===== src/rtl/intensity_outlier_suppress_defines.svh =====
// Assertion macros shared by the intensity outlier suppressor.
`ifndef INTENSITY_OUTLIER_SUPPRESS_DEFINES_SVH
`define INTENSITY_OUTLIER_SUPPRESS_DEFINES_SVH
`ifndef NO_ASSERTIONS
// Same-cycle implication, disabled while reset is applied.
`define IOS_ASSERT_IMP(lbl, ck, rn, pre, post) \
    lbl: assert property (@(posedge ck) disable iff (!rn) (pre) |-> (post)) \
        else $error("intensity_outlier_suppress: assertion failed");
// Next-cycle implication, disabled while reset is applied.
`define IOS_ASSERT_NXT(lbl, ck, rn, pre, post) \
    lbl: assert property (@(posedge ck) disable iff (!rn) (pre) |=> (post)) \
        else $error("intensity_outlier_suppress: assertion failed");
`else
`define IOS_ASSERT_IMP(lbl, ck, rn, pre, post)
`define IOS_ASSERT_NXT(lbl, ck, rn, pre, post)
`endif
`endif


===== src/rtl/ios_pkg.sv =====
package ios_pkg;

    // Fixed field widths of the ports
    localparam int INT_W      = 16;
    localparam int CFG_W      = 16;
    localparam int K2_W       = 2 * CFG_W;
    // Fraction bits of k squared (Q8.8 squared)
    localparam int FRAC2_BITS = 16;

    localparam logic [CFG_W-1:0] SIGMA_RESET = 16'd768;

    // Action codes of a sample transaction
    localparam logic ACT_ACCUM  = 1'b0;
    localparam logic ACT_FILTER = 1'b1;

    // Multiplications of the finalisation sequence
    typedef enum logic [2:0] {
        MOP_K2,     // k * k
        MOP_NQ,     // n * sum of squares
        MOP_SS,     // sum * sum, subtracted to form D
        MOP_RD,     // D * n
        MOP_RK,     // (D * n) * k^2
        MOP_TN,     // t * n, minus sum
        MOP_AA,     // (t*n - sum)^2
        MOP_LN      // (t*n - sum)^2 * 2^16 * (n - 1)
    } ios_mop_t;

    typedef enum logic [2:0] {
        ST_IDLE,
        ST_DRAIN,
        ST_GO,
        ST_WAIT,
        ST_TN_CHK,
        ST_INIT,
        ST_LOOP,
        ST_DECIDE
    } ios_state_t;

    typedef struct packed {
        logic     busy;
        logic     mul_start;
        logic     capture;
        ios_mop_t mul_op;
        logic     thr_sat;
        logic     search_init;
        logic     t_mid;
        logic     search_update;
        logic     thr_lo;
    } ios_cmd_t;

    typedef struct packed {
        logic fin_req;
        logic small_n;
        logic mul_done;
        logic tn_neg;
        logic search_done;
    } ios_status_t;

endpackage


===== src/rtl/ios_mul.sv =====
module ios_mul #(
    parameter int A_W = 64,
    parameter int B_W = 32
) (
    input  logic           clk,
    input  logic           rst_n,
    input  logic           start,
    input  logic [A_W-1:0] a_in,
    input  logic [B_W-1:0] b_in,
    output logic [A_W-1:0] product,
    output logic           done
);

    logic           busy_reg, busy_next;
    logic [A_W-1:0] a_reg, a_next;
    logic [B_W-1:0] b_reg, b_next;
    logic [A_W-1:0] acc_reg, acc_next;

    // Shift and add, one multiplier bit a cycle; stop once no bits remain
    always_comb
    begin
        busy_next = busy_reg;
        a_next    = a_reg;
        b_next    = b_reg;
        acc_next  = acc_reg;
        if (start)
        begin
            busy_next = 1'b1;
            a_next    = a_in;
            b_next    = b_in;
            acc_next  = '0;
        end
        else if (busy_reg)
        begin
            if (b_reg == '0)
            begin
                busy_next = 1'b0;
            end
            else
            begin
                if (b_reg[0])
                begin
                    acc_next = acc_reg + a_reg;
                end
                a_next = a_reg << 1;
                b_next = b_reg >> 1;
            end
        end
    end

    always_ff @(posedge clk or negedge rst_n)
    begin
        if (!rst_n)
        begin
            busy_reg <= 1'b0;
        end
        else
        begin
            busy_reg <= busy_next;
        end
    end

    always_ff @(posedge clk)
    begin
        a_reg   <= a_next;
        b_reg   <= b_next;
        acc_reg <= acc_next;
    end

    assign product = acc_reg;
    assign done    = busy_reg && (b_reg == '0);

endmodule


===== src/rtl/ios_ctrl.sv =====
module ios_ctrl (
    input  logic                 clk,
    input  logic                 rst_n,
    input  ios_pkg::ios_status_t status,
    output ios_pkg::ios_cmd_t    cmd
);
    import ios_pkg::*;

    ios_state_t state_reg, state_next;
    ios_mop_t   op_reg, op_next;

    // Next state: fixed multiply chain, then threshold bisection; skipped if n < 2
    always_comb
    begin
        state_next = state_reg;
        op_next    = op_reg;
        case (state_reg)
            ST_IDLE:
            begin
                if (status.fin_req)
                begin
                    state_next = ST_DRAIN;
                end
            end
            ST_DRAIN:
            begin
                if (status.small_n)
                begin
                    state_next = ST_IDLE;
                end
                else
                begin
                    state_next = ST_GO;
                    op_next    = MOP_K2;
                end
            end
            ST_GO:
            begin
                state_next = ST_WAIT;
            end
            ST_WAIT:
            begin
                if (status.mul_done)
                begin
                    case (op_reg)
                        MOP_K2:
                        begin
                            state_next = ST_GO;
                            op_next    = MOP_NQ;
                        end
                        MOP_NQ:
                        begin
                            state_next = ST_GO;
                            op_next    = MOP_SS;
                        end
                        MOP_SS:
                        begin
                            state_next = ST_GO;
                            op_next    = MOP_RD;
                        end
                        MOP_RD:
                        begin
                            state_next = ST_GO;
                            op_next    = MOP_RK;
                        end
                        MOP_RK:
                        begin
                            state_next = ST_INIT;
                        end
                        MOP_TN:
                        begin
                            state_next = ST_TN_CHK;
                        end
                        MOP_AA:
                        begin
                            state_next = ST_GO;
                            op_next    = MOP_LN;
                        end
                        MOP_LN:
                        begin
                            state_next = ST_DECIDE;
                        end
                        default:
                        begin
                            state_next = ST_IDLE;
                        end
                    endcase
                end
            end
            ST_TN_CHK:
            begin
                if (status.tn_neg)
                begin
                    state_next = ST_DECIDE;
                end
                else
                begin
                    state_next = ST_GO;
                    op_next    = MOP_AA;
                end
            end
            ST_INIT:
            begin
                state_next = ST_LOOP;
            end
            ST_LOOP:
            begin
                if (status.search_done)
                begin
                    state_next = ST_IDLE;
                end
                else
                begin
                    state_next = ST_GO;
                    op_next    = MOP_TN;
                end
            end
            ST_DECIDE:
            begin
                state_next = ST_LOOP;
            end
            default:
            begin
                state_next = ST_IDLE;
            end
        endcase
    end

    // Commands to the datapath
    always_comb
    begin
        cmd               = '0;
        cmd.mul_op        = op_reg;
        cmd.busy          = (state_reg != ST_IDLE);
        case (state_reg)
            ST_IDLE:
            begin
                cmd.busy = 1'b0;
            end
            ST_DRAIN:
            begin
                cmd.thr_sat = status.small_n;
            end
            ST_GO:
            begin
                cmd.mul_start = 1'b1;
            end
            ST_WAIT:
            begin
                cmd.capture = status.mul_done;
            end
            ST_TN_CHK:
            begin
                cmd.busy = 1'b1;
            end
            ST_INIT:
            begin
                cmd.search_init = 1'b1;
            end
            ST_LOOP:
            begin
                cmd.t_mid  = !status.search_done;
                cmd.thr_lo = status.search_done;
            end
            ST_DECIDE:
            begin
                cmd.search_update = 1'b1;
            end
            default:
            begin
                cmd.busy = 1'b1;
            end
        endcase
    end

    always_ff @(posedge clk or negedge rst_n)
    begin
        if (!rst_n)
        begin
            state_reg <= ST_IDLE;
            op_reg    <= MOP_K2;
        end
        else
        begin
            state_reg <= state_next;
            op_reg    <= op_next;
        end
    end

endmodule


===== src/rtl/ios_datapath.sv =====
module ios_datapath #(
    parameter int COUNT_BITS  = 18,
    parameter int SAMPLE_BITS = 16
) (
    input  logic                            clk,
    input  logic                            rst_n,
    input  ios_pkg::ios_cmd_t               cmd,
    output ios_pkg::ios_status_t            status,
    input  logic                            sample_valid,
    output logic                            sample_stall,
    input  logic                            action,
    input  logic [ios_pkg::INT_W-1:0]       intensity,
    input  logic                            last,
    output logic                            result_valid,
    input  logic                            result_stall,
    output logic [ios_pkg::INT_W-1:0]       intensity_out,
    output logic                            was_suppressed,
    input  logic                            cfg_valid,
    output logic                            cfg_ready,
    input  logic [ios_pkg::CFG_W-1:0]       cfg_data
);
    import ios_pkg::*;

    localparam int SUM_W  = COUNT_BITS + SAMPLE_BITS;
    localparam int SQ_W   = COUNT_BITS + 2 * SAMPLE_BITS;
    localparam int SQP_W  = 2 * SAMPLE_BITS;
    localparam int THR_W  = SAMPLE_BITS + 1;
    localparam int TN_W   = COUNT_BITS + SAMPLE_BITS + 1;
    localparam int WIDE_W = 3 * COUNT_BITS + 3 * SAMPLE_BITS + 32;
    localparam int MB_W   = (TN_W > K2_W) ? TN_W : K2_W;
    localparam logic [THR_W-1:0] THR_SAT = THR_W'(1) << SAMPLE_BITS;

    logic [SAMPLE_BITS-1:0] x;
    logic                   sample_acc, accum_acc, filter_acc, counted, suppress;

    logic [COUNT_BITS-1:0]  count_reg, count_next, count_base;
    logic [SUM_W-1:0]       sum_reg, sum_next, sum_base;
    logic [SQ_W-1:0]        sq_reg, sq_next;
    logic [SQP_W-1:0]       sqp_reg, sqp_next;
    logic                   sq_pend_reg, sq_pend_next;
    logic [THR_W-1:0]       thr_reg, thr_next;
    logic                   filt_reg, filt_next;
    logic                   new_scan_reg, new_scan_next;
    logic [CFG_W-1:0]       sigma_reg, sigma_next;

    logic [K2_W-1:0]        k2_reg, k2_next;
    logic [WIDE_W-1:0]      d_reg, d_next, r_reg, r_next, e_reg, e_next;
    logic [THR_W-1:0]       t_reg, t_next, lo_reg, lo_next, hi_reg, hi_next;
    logic [THR_W:0]         mid_sum;
    logic                   tn_neg_reg, tn_neg_next, eval_reg, eval_next;

    logic                   out_valid_reg, out_valid_next;
    logic [INT_W-1:0]       out_int_reg, out_int_next;
    logic                   out_sup_reg, out_sup_next;

    logic [WIDE_W-1:0]      mul_a, prod, sum_wide;
    logic [MB_W-1:0]        mul_b;
    logic                   mul_done;

    assign x          = intensity[SAMPLE_BITS-1:0];
    assign sample_acc = sample_valid && !sample_stall;
    assign accum_acc  = sample_acc && (action == ACT_ACCUM);
    assign filter_acc = sample_acc && (action == ACT_FILTER);

    // Hold new samples while finalising or while a result waits downstream
    assign sample_stall = cmd.busy || (out_valid_reg && result_stall);
    assign cfg_ready    = !cmd.busy;

    // A new scan starts from empty statistics
    assign count_base = new_scan_reg ? '0 : count_reg;
    assign sum_base   = new_scan_reg ? '0 : sum_reg;
    assign counted    = accum_acc && (x != '0) && (count_base != {COUNT_BITS{1'b1}});
    assign suppress   = filt_reg && (THR_W'(x) >= thr_reg);
    assign sum_wide   = WIDE_W'(sum_reg);
    assign mid_sum    = {1'b0, lo_reg} + {1'b0, hi_reg};

    // Select multiplier operands
    always_comb
    begin
        mul_a = '0;
        mul_b = '0;
        case (cmd.mul_op)
            MOP_K2:
            begin
                mul_a = WIDE_W'(sigma_reg);
                mul_b = MB_W'(sigma_reg);
            end
            MOP_NQ:
            begin
                mul_a = WIDE_W'(sq_reg);
                mul_b = MB_W'(count_reg);
            end
            MOP_SS:
            begin
                mul_a = WIDE_W'(sum_reg);
                mul_b = MB_W'(sum_reg);
            end
            MOP_RD:
            begin
                mul_a = d_reg;
                mul_b = MB_W'(count_reg);
            end
            MOP_RK:
            begin
                mul_a = r_reg;
                mul_b = MB_W'(k2_reg);
            end
            MOP_TN:
            begin
                mul_a = WIDE_W'(count_reg);
                mul_b = MB_W'(t_reg);
            end
            MOP_AA:
            begin
                mul_a = e_reg;
                mul_b = e_reg[MB_W-1:0];
            end
            MOP_LN:
            begin
                mul_a = e_reg << FRAC2_BITS;
                mul_b = MB_W'(count_reg - 1'b1);
            end
            default:
            begin
                mul_a = '0;
                mul_b = '0;
            end
        endcase
    end

    ios_mul #(
        .A_W (WIDE_W),
        .B_W (MB_W)
    ) u_mul (
        .clk     (clk),
        .rst_n   (rst_n),
        .start   (cmd.mul_start),
        .a_in    (mul_a),
        .b_in    (mul_b),
        .product (prod),
        .done    (mul_done)
    );

    // Statistics, threshold, configuration and result register
    always_comb
    begin
        count_next     = count_reg;
        sum_next       = sum_reg;
        sq_next        = sq_pend_reg ? sq_reg + SQ_W'(sqp_reg) : sq_reg;
        sq_pend_next   = counted;
        sqp_next       = SQP_W'(x) * SQP_W'(x);
        thr_next       = thr_reg;
        filt_next      = filt_reg;
        new_scan_next  = new_scan_reg;
        sigma_next     = sigma_reg;
        out_valid_next = out_valid_reg;
        out_int_next   = out_int_reg;
        out_sup_next   = out_sup_reg;

        if (accum_acc)
        begin
            if (new_scan_reg)
            begin
                count_next    = '0;
                sum_next      = '0;
                sq_next       = '0;
                thr_next      = THR_SAT;
                filt_next     = 1'b0;
                new_scan_next = 1'b0;
            end
            if (counted)
            begin
                count_next = count_base + 1'b1;
                sum_next   = sum_base + SUM_W'(x);
            end
            // Arm filtering and the next scan; threshold follows later
            if (last)
            begin
                filt_next     = 1'b1;
                new_scan_next = 1'b1;
            end
        end

        if (cmd.thr_sat)
        begin
            thr_next = THR_SAT;
        end
        if (cmd.thr_lo)
        begin
            thr_next = lo_reg;
        end

        if (cfg_valid && cfg_ready)
        begin
            sigma_next = cfg_data;
        end

        // Load a filter result, or drop the one just taken
        if (filter_acc)
        begin
            out_valid_next = 1'b1;
            out_int_next   = suppress ? '0 : INT_W'(x);
            out_sup_next   = suppress;
        end
        else if (out_valid_reg && !result_stall)
        begin
            out_valid_next = 1'b0;
        end
    end

    // Finalisation products and bisection bounds
    always_comb
    begin
        k2_next     = k2_reg;
        d_next      = d_reg;
        r_next      = r_reg;
        e_next      = e_reg;
        t_next      = t_reg;
        lo_next     = lo_reg;
        hi_next     = hi_reg;
        tn_neg_next = tn_neg_reg;
        eval_next   = eval_reg;

        if (cmd.capture)
        begin
            case (cmd.mul_op)
                MOP_K2:
                begin
                    k2_next = prod[K2_W-1:0];
                end
                MOP_NQ:
                begin
                    d_next = prod;
                end
                MOP_SS:
                begin
                    d_next = d_reg - prod;
                end
                MOP_RD, MOP_RK:
                begin
                    r_next = prod;
                end
                MOP_TN:
                begin
                    tn_neg_next = (prod < sum_wide);
                    e_next      = prod - sum_wide;
                    eval_next   = 1'b0;
                end
                MOP_AA:
                begin
                    e_next = prod;
                end
                MOP_LN:
                begin
                    eval_next = (prod >= r_reg);
                end
                default:
                begin
                    eval_next = 1'b0;
                end
            endcase
        end

        if (cmd.search_init)
        begin
            lo_next = '0;
            hi_next = THR_SAT;
        end
        if (cmd.t_mid)
        begin
            t_next = mid_sum[THR_W:1];
        end
        // Narrow towards the smallest t at or above mean plus k sigma
        if (cmd.search_update)
        begin
            if (eval_reg)
            begin
                hi_next = t_reg;
            end
            else
            begin
                lo_next = t_reg + 1'b1;
            end
        end
    end

    always_ff @(posedge clk or negedge rst_n)
    begin
        if (!rst_n)
        begin
            count_reg     <= '0;
            sum_reg       <= '0;
            sq_reg        <= '0;
            sq_pend_reg   <= 1'b0;
            thr_reg       <= THR_SAT;
            filt_reg      <= 1'b0;
            new_scan_reg  <= 1'b1;
            sigma_reg     <= SIGMA_RESET;
            out_valid_reg <= 1'b0;
        end
        else
        begin
            count_reg     <= count_next;
            sum_reg       <= sum_next;
            sq_reg        <= sq_next;
            sq_pend_reg   <= sq_pend_next;
            thr_reg       <= thr_next;
            filt_reg      <= filt_next;
            new_scan_reg  <= new_scan_next;
            sigma_reg     <= sigma_next;
            out_valid_reg <= out_valid_next;
        end
    end

    always_ff @(posedge clk)
    begin
        sqp_reg     <= sqp_next;
        k2_reg      <= k2_next;
        d_reg       <= d_next;
        r_reg       <= r_next;
        e_reg       <= e_next;
        t_reg       <= t_next;
        lo_reg      <= lo_next;
        hi_reg      <= hi_next;
        tn_neg_reg  <= tn_neg_next;
        eval_reg    <= eval_next;
        out_int_reg <= out_int_next;
        out_sup_reg <= out_sup_next;
    end

    assign result_valid   = out_valid_reg;
    assign intensity_out  = out_int_reg;
    assign was_suppressed = out_sup_reg;

    assign status.fin_req     = accum_acc && last;
    assign status.small_n     = (count_reg[COUNT_BITS-1:1] == '0);
    assign status.mul_done    = mul_done;
    assign status.tn_neg      = tn_neg_reg;
    assign status.search_done = (lo_reg == hi_reg);

endmodule


===== src/rtl/intensity_outlier_suppress.sv =====
// Accumulate and filter transactions: one per cycle while sample_stall is low; a filter result
// is registered in the cycle after acceptance. The accumulate transaction marked last starts
// finalisation, which holds sample_stall high: a bit-serial shift-and-add multiplier runs a
// fixed product chain, then a threshold bisection of up to 17 steps, each up to three products.
// Asynchronous active-low reset: k = 3.0, statistics empty, threshold saturated, no result.
`include "intensity_outlier_suppress_defines.svh"

module intensity_outlier_suppress #(
    parameter int COUNT_BITS  = 18,
    parameter int SAMPLE_BITS = 16
) (
    input  logic                      clk,
    input  logic                      rst_n,
    input  logic                      sample_valid,
    output logic                      sample_stall,
    input  logic                      action,
    input  logic [ios_pkg::INT_W-1:0] intensity,
    input  logic                      last,
    output logic                      result_valid,
    input  logic                      result_stall,
    output logic [ios_pkg::INT_W-1:0] intensity_out,
    output logic                      was_suppressed,
    input  logic                      cfg_valid,
    output logic                      cfg_ready,
    input  logic [ios_pkg::CFG_W-1:0] cfg_data
);
    import ios_pkg::*;

    ios_cmd_t    cmd;
    ios_status_t status;

    ios_ctrl u_ctrl (
        .clk    (clk),
        .rst_n  (rst_n),
        .status (status),
        .cmd    (cmd)
    );

    ios_datapath #(
        .COUNT_BITS  (COUNT_BITS),
        .SAMPLE_BITS (SAMPLE_BITS)
    ) u_datapath (
        .clk            (clk),
        .rst_n          (rst_n),
        .cmd            (cmd),
        .status         (status),
        .sample_valid   (sample_valid),
        .sample_stall   (sample_stall),
        .action         (action),
        .intensity      (intensity),
        .last           (last),
        .result_valid   (result_valid),
        .result_stall   (result_stall),
        .intensity_out  (intensity_out),
        .was_suppressed (was_suppressed),
        .cfg_valid      (cfg_valid),
        .cfg_ready      (cfg_ready),
        .cfg_data       (cfg_data)
    );

    // Finalisation must block the next sample transaction
    `IOS_ASSERT_NXT(a_last_blocks, clk, rst_n, sample_valid && !sample_stall && action == ACT_ACCUM && last, sample_stall)
    // A result only appears after a filter transaction
    `IOS_ASSERT_IMP(a_result_from_filter, clk, rst_n, $rose(result_valid), $past(sample_valid && !sample_stall && action == ACT_FILTER))
    // A suppressed result carries zero intensity
    `IOS_ASSERT_IMP(a_suppressed_zero, clk, rst_n, result_valid && was_suppressed, intensity_out == '0)

endmodule

===== config.mk =====
export PLATFORM = sky130hd
export DESIGN_NAME = intensity_outlier_suppress
export DESIGN_NICKNAME = d
export VERILOG_FILES = /design/src/rtl/ios_pkg.sv /design/src/rtl/ios_mul.sv /design/src/rtl/ios_ctrl.sv /design/src/rtl/ios_datapath.sv /design/src/rtl/intensity_outlier_suppress.sv
export VERILOG_INCLUDE_DIRS = /design/src /design/src/rtl
export SDC_FILE = /design/constraint.sdc
export NUM_CORES = 2
export LEC_CHECK = 0
export BUFFER_PORTS_ARGS = -buffer_cell sky130_fd_sc_hd__buf_4
export CAP_MARGIN = 20
export CORE_MARGIN = 1
export CORE_UTILIZATION = 55
export CTS_BUF_LIST = sky130_fd_sc_hd__clkbuf_16
export DETAILED_ROUTE_END_ITERATION = 7
export PLACE_DENSITY = 0.71
export SYNTH_ARGS = -nofsm -noshare
export SYNTH_HDL_FRONTEND = slang
export SYNTH_SLANG_ARGS = --single-unit

===== constraint.sdc =====
create_clock -name clk -period 16.2 [get_ports clk]
set_clock_uncertainty 0.15 [all_clocks]
set_input_delay 0.81 -clock clk [delete_from_list [all_inputs] [get_ports clk]]
set_output_delay 0.81 -clock clk [all_outputs]
set_load 0.005 [all_outputs]

==> impl_metrics.tcl <==
set metrics [dict create \
    post-route-period-util 0.423 \
    ant_nets 0 \
    final-setup-viol-count 0 \
    synth_commonest_cells "nand2_1, a21oi_1, inv_1, edfxtp_1, o21ai_0" \
    clk_path_buf_depth 3 \
    die_h_um 371 \
    synth_top_area_cell "edfxtp_1" \
    vias 66000 \
    nNetsFinal 9230 \
    rows 135 \
    drv_slew 0 \
    grt_pass1_vias 62000 \
    synthTopCellsByArea "edfxtp_1, ha_1, nand2_1" \
    cp-end-kind "flip-flop" \
    post_cts_resized 0 \
    syn_area_um2 74900 \
    avgSynthCellArea_um2 8.75 \
    wirelength_mm 253 \
    core_region_area_um2 135000 \
    gr-total-overflow 0 \
    cp_slowest_cell "o31ai_2" \
    drtPass1Iterations 6 \
    yosysUniqueCellTypes 119 \
    async_flop_share 0.148 \
    die_area_um2 138000 \
    syn_nets 9384 \
    hold_class "input port to flip-flop" \
    rsz0062_at_grt "false" \
    grt_util_all_layers 0.362 \
    layout_min_cycle_time_ns 6.86 \
    start_kind "flip-flop" \
    cts_root_buf "clkbuf_16" \
    yosysMostFrequentCell "nand2_1" \
    top_layer_used "met5" \
    antenna_found_initial 18 \
    initial_utilization 0.554 \
    hpwlAfterDp_mm 190 \
    grt_max_degree 135 \
    holdWs_ns 0.144 \
    final.fill_count 11900 \
    ys_warn_count 0 \
    status "finished clean" \
    power.leakage_nw 33.9 \
    grt_pass1_wl_mm 380 \
    pin_count 59 \
    wl_met1_mm 109 \
    cts_made_buffers 112 \
    tritoncts "done" \
    layout-area-overhead-vs-synth_pct 7.41 \
    clk-insertion-delay-late_ns 0.76 \
    dp.cells 10100 \
    cpPeakStageDelay_ns 0.72 \
    syn_inst 8558 \
    avgRoutedWirePerCell_um 24.6 \
    cts_sinks 984 \
    wl_met3_mm 30.1 \
    finalHoldViolations 0 \
    synth-edff-count 639 \
    drt-vias-per-instance 6.42 \
    slew-limit-headroom 0.229 \
    cp.arrival_ns 7.20 \
    tns_ns 0 \
    synth_flop_cell "edfxtp_1" \
    post_cts_buffers 0 \
    cts_hold_buf 1 \
    path_class "flip-flop to flip-flop" \
    port_buffers 58 \
    clock.fmax_ghz 0.146 \
    critPathMaxFanout 7 \
    route.met2.wl_mm 105 \
    drt_iter0_drc 8803 \
    drc 0 \
    drive_gt1_frac 0.0613 \
    gp_congestion 1.01 \
    die_x_um 371 \
    clk_pin_slew_ns 0.06 \
    ys_seq_area_frac 0.358 \
    stdcell_count 10300 \
    powerDensity_nw_per_um2 216 \
    crit_chain "inv_1 > ha_1 > o21ai_0 > a21oi_2 > o21ai_1 > o311ai_2 > a211oi_2 > o31ai_2 > a41oi_2 > o21ai_2 > a221o_1 > a21oi_2 > o21bai_2 > a31oi_1 > o21ai_2 > a31oi_1 > o31ai_1 > xnor2_1 > nand2_1 > xnor2_1" \
    tightest_slew_ns 1.15 \
    cts_max_level 3 \
    synth.top_cell.area_share 0.256 \
    cap_violations 0 \
    cp.required_ns 16.54 \
    ir_worst_vdd_v 0.000190 \
    ys_seq_elements 984 \
]
==> layout by cell type, fill, tap and decap left out, drive strengths merged, types with 57 or more instances in the layout <==
cell    synthesis  final
a21o          217    217
a21oi         798    798
a22o           87     87
a22oi          91     91
a31oi         114    114
and2           63     63
buf            48    159
clkbuf        374    121
dfrtp         142    142
dfxtp         199    199
edfxtp        639    639
fa            167    167
ha            620    620
inv           707    734
mux2           76     76
mux2i          68     68
nand2        1083   1083
nand2b         81     81
nand3         166    166
nand4         194    194
nor2          617    617
nor2b          72     72
nor3          121    121
nor4           57     57
o21ai         662    662
o21bai         87     87
xnor2         336    336
xor2          171    171
==> worst paths after layout <==
check                                                    startpoint                                  end  slack [ns]  depth (start not counted)
hold reg to reg                        u_datapath.hi_reg[0]$_DFF_P_         u_datapath.hi_reg[0]$_DFF_P_        0.31                          2
setup reg to reg           u_datapath.u_mul.product[2]$_SDFFE_PP0P_      u_datapath.d_reg[133]$_DFFE_PP_        9.34                         20
hold / removal                                          cfg_data[2]  u_datapath.sigma_reg[2]$_DFFE_PN0P_        0.14                          2
min in group asynchronous                                     rst_n   u_datapath.thr_reg[13]$_DFFE_PN0P_        0.61                          2
setup / recovery           u_datapath.u_mul.product[2]$_SDFFE_PP0P_      u_datapath.d_reg[133]$_DFFE_PP_        9.34                         20
max in group asynchronous                                     rst_n     u_datapath.sq_pend_reg$_DFF_PN0_       13.79                          3
==> through the flow <==
stage / cell area (µm²) / setup slack [ns] / util / total power, mW
2_1_floorplan: 74900 / 4.82 / - / 11.6
3_3_place_gp: 76700 / 8.75 / 0.567 / 14.3
3_5_place_dp: 76700 / 8.74 / 0.567 / 14.5
4_1_cts: 80400 / 9.45 / 0.594 / 17.2
5_1_grt: 80400 / 8.91 / 0.594 / 18.6
6_report: 80400 / 9.34 / 0.595 / 17.4
==> report_power, final <==
part | switching (mW) | internal [mW] | leakage (nW)
Sequential | 0.731 | 3.55 | 9.62
Combinational | 6.62 | 3.92 | 22.5
Clock | 1.13 | 1.47 | 1.88
==> layout make-up <==
class,count,area (µm²),share of cell area
Antenna cell,2,5.00,0.0000622
Multi-Input combinational cell,6437,43700,0.544
Clock inverter,88,663,0.00824
Sequential cell,984,26800,0.334
Clock buffer,121,3030,0.0376
Inverter,709,2660,0.0331
Tap cell,1781,2230,0.0277
Timing Repair Buffer,160,1280,0.0159
==> cell families (layout without fill, tap and decap cells) <==
family | count (synthesis) | after routing | share of synthesized area
multiplexers | 145 | 145 | 0.0208
adder cells (fa/ha/maj) | 787 | 787 | 0.148
other | 0 | 2 | 0
buffers and inverters | 1137 | 1078 | 0.0595
AO/OA/AOI/OAI | 2400 | 2400 | 0.196
flip-flops | 984 | 984 | 0.358
AND/OR/NAND/NOR | 2598 | 2598 | 0.158
XOR/XNOR | 507 | 507 | 0.0593
==> critical path, delay by kind of cell, from the launching register on <==
family | cells | cell delay, ns
AO/OA/AOI/OAI | 15 | 4.86
flip-flops | 1 | 0.59
adder cells (fa/ha/maj) | 1 | 0.38
buffers and inverters | 1 | 0.17
AND/OR/NAND/NOR | 1 | 0.08
XOR/XNOR | 2 | 0.34
==> layer usage <==
layer	up-vias	track usage
li1	30100	-
met3	483	0.0784
met5	-	0
met1	32000	0.533
met2	3413	0.525
met4	14	0.116
Note: power is estimated with default switching activity, not from simulation.
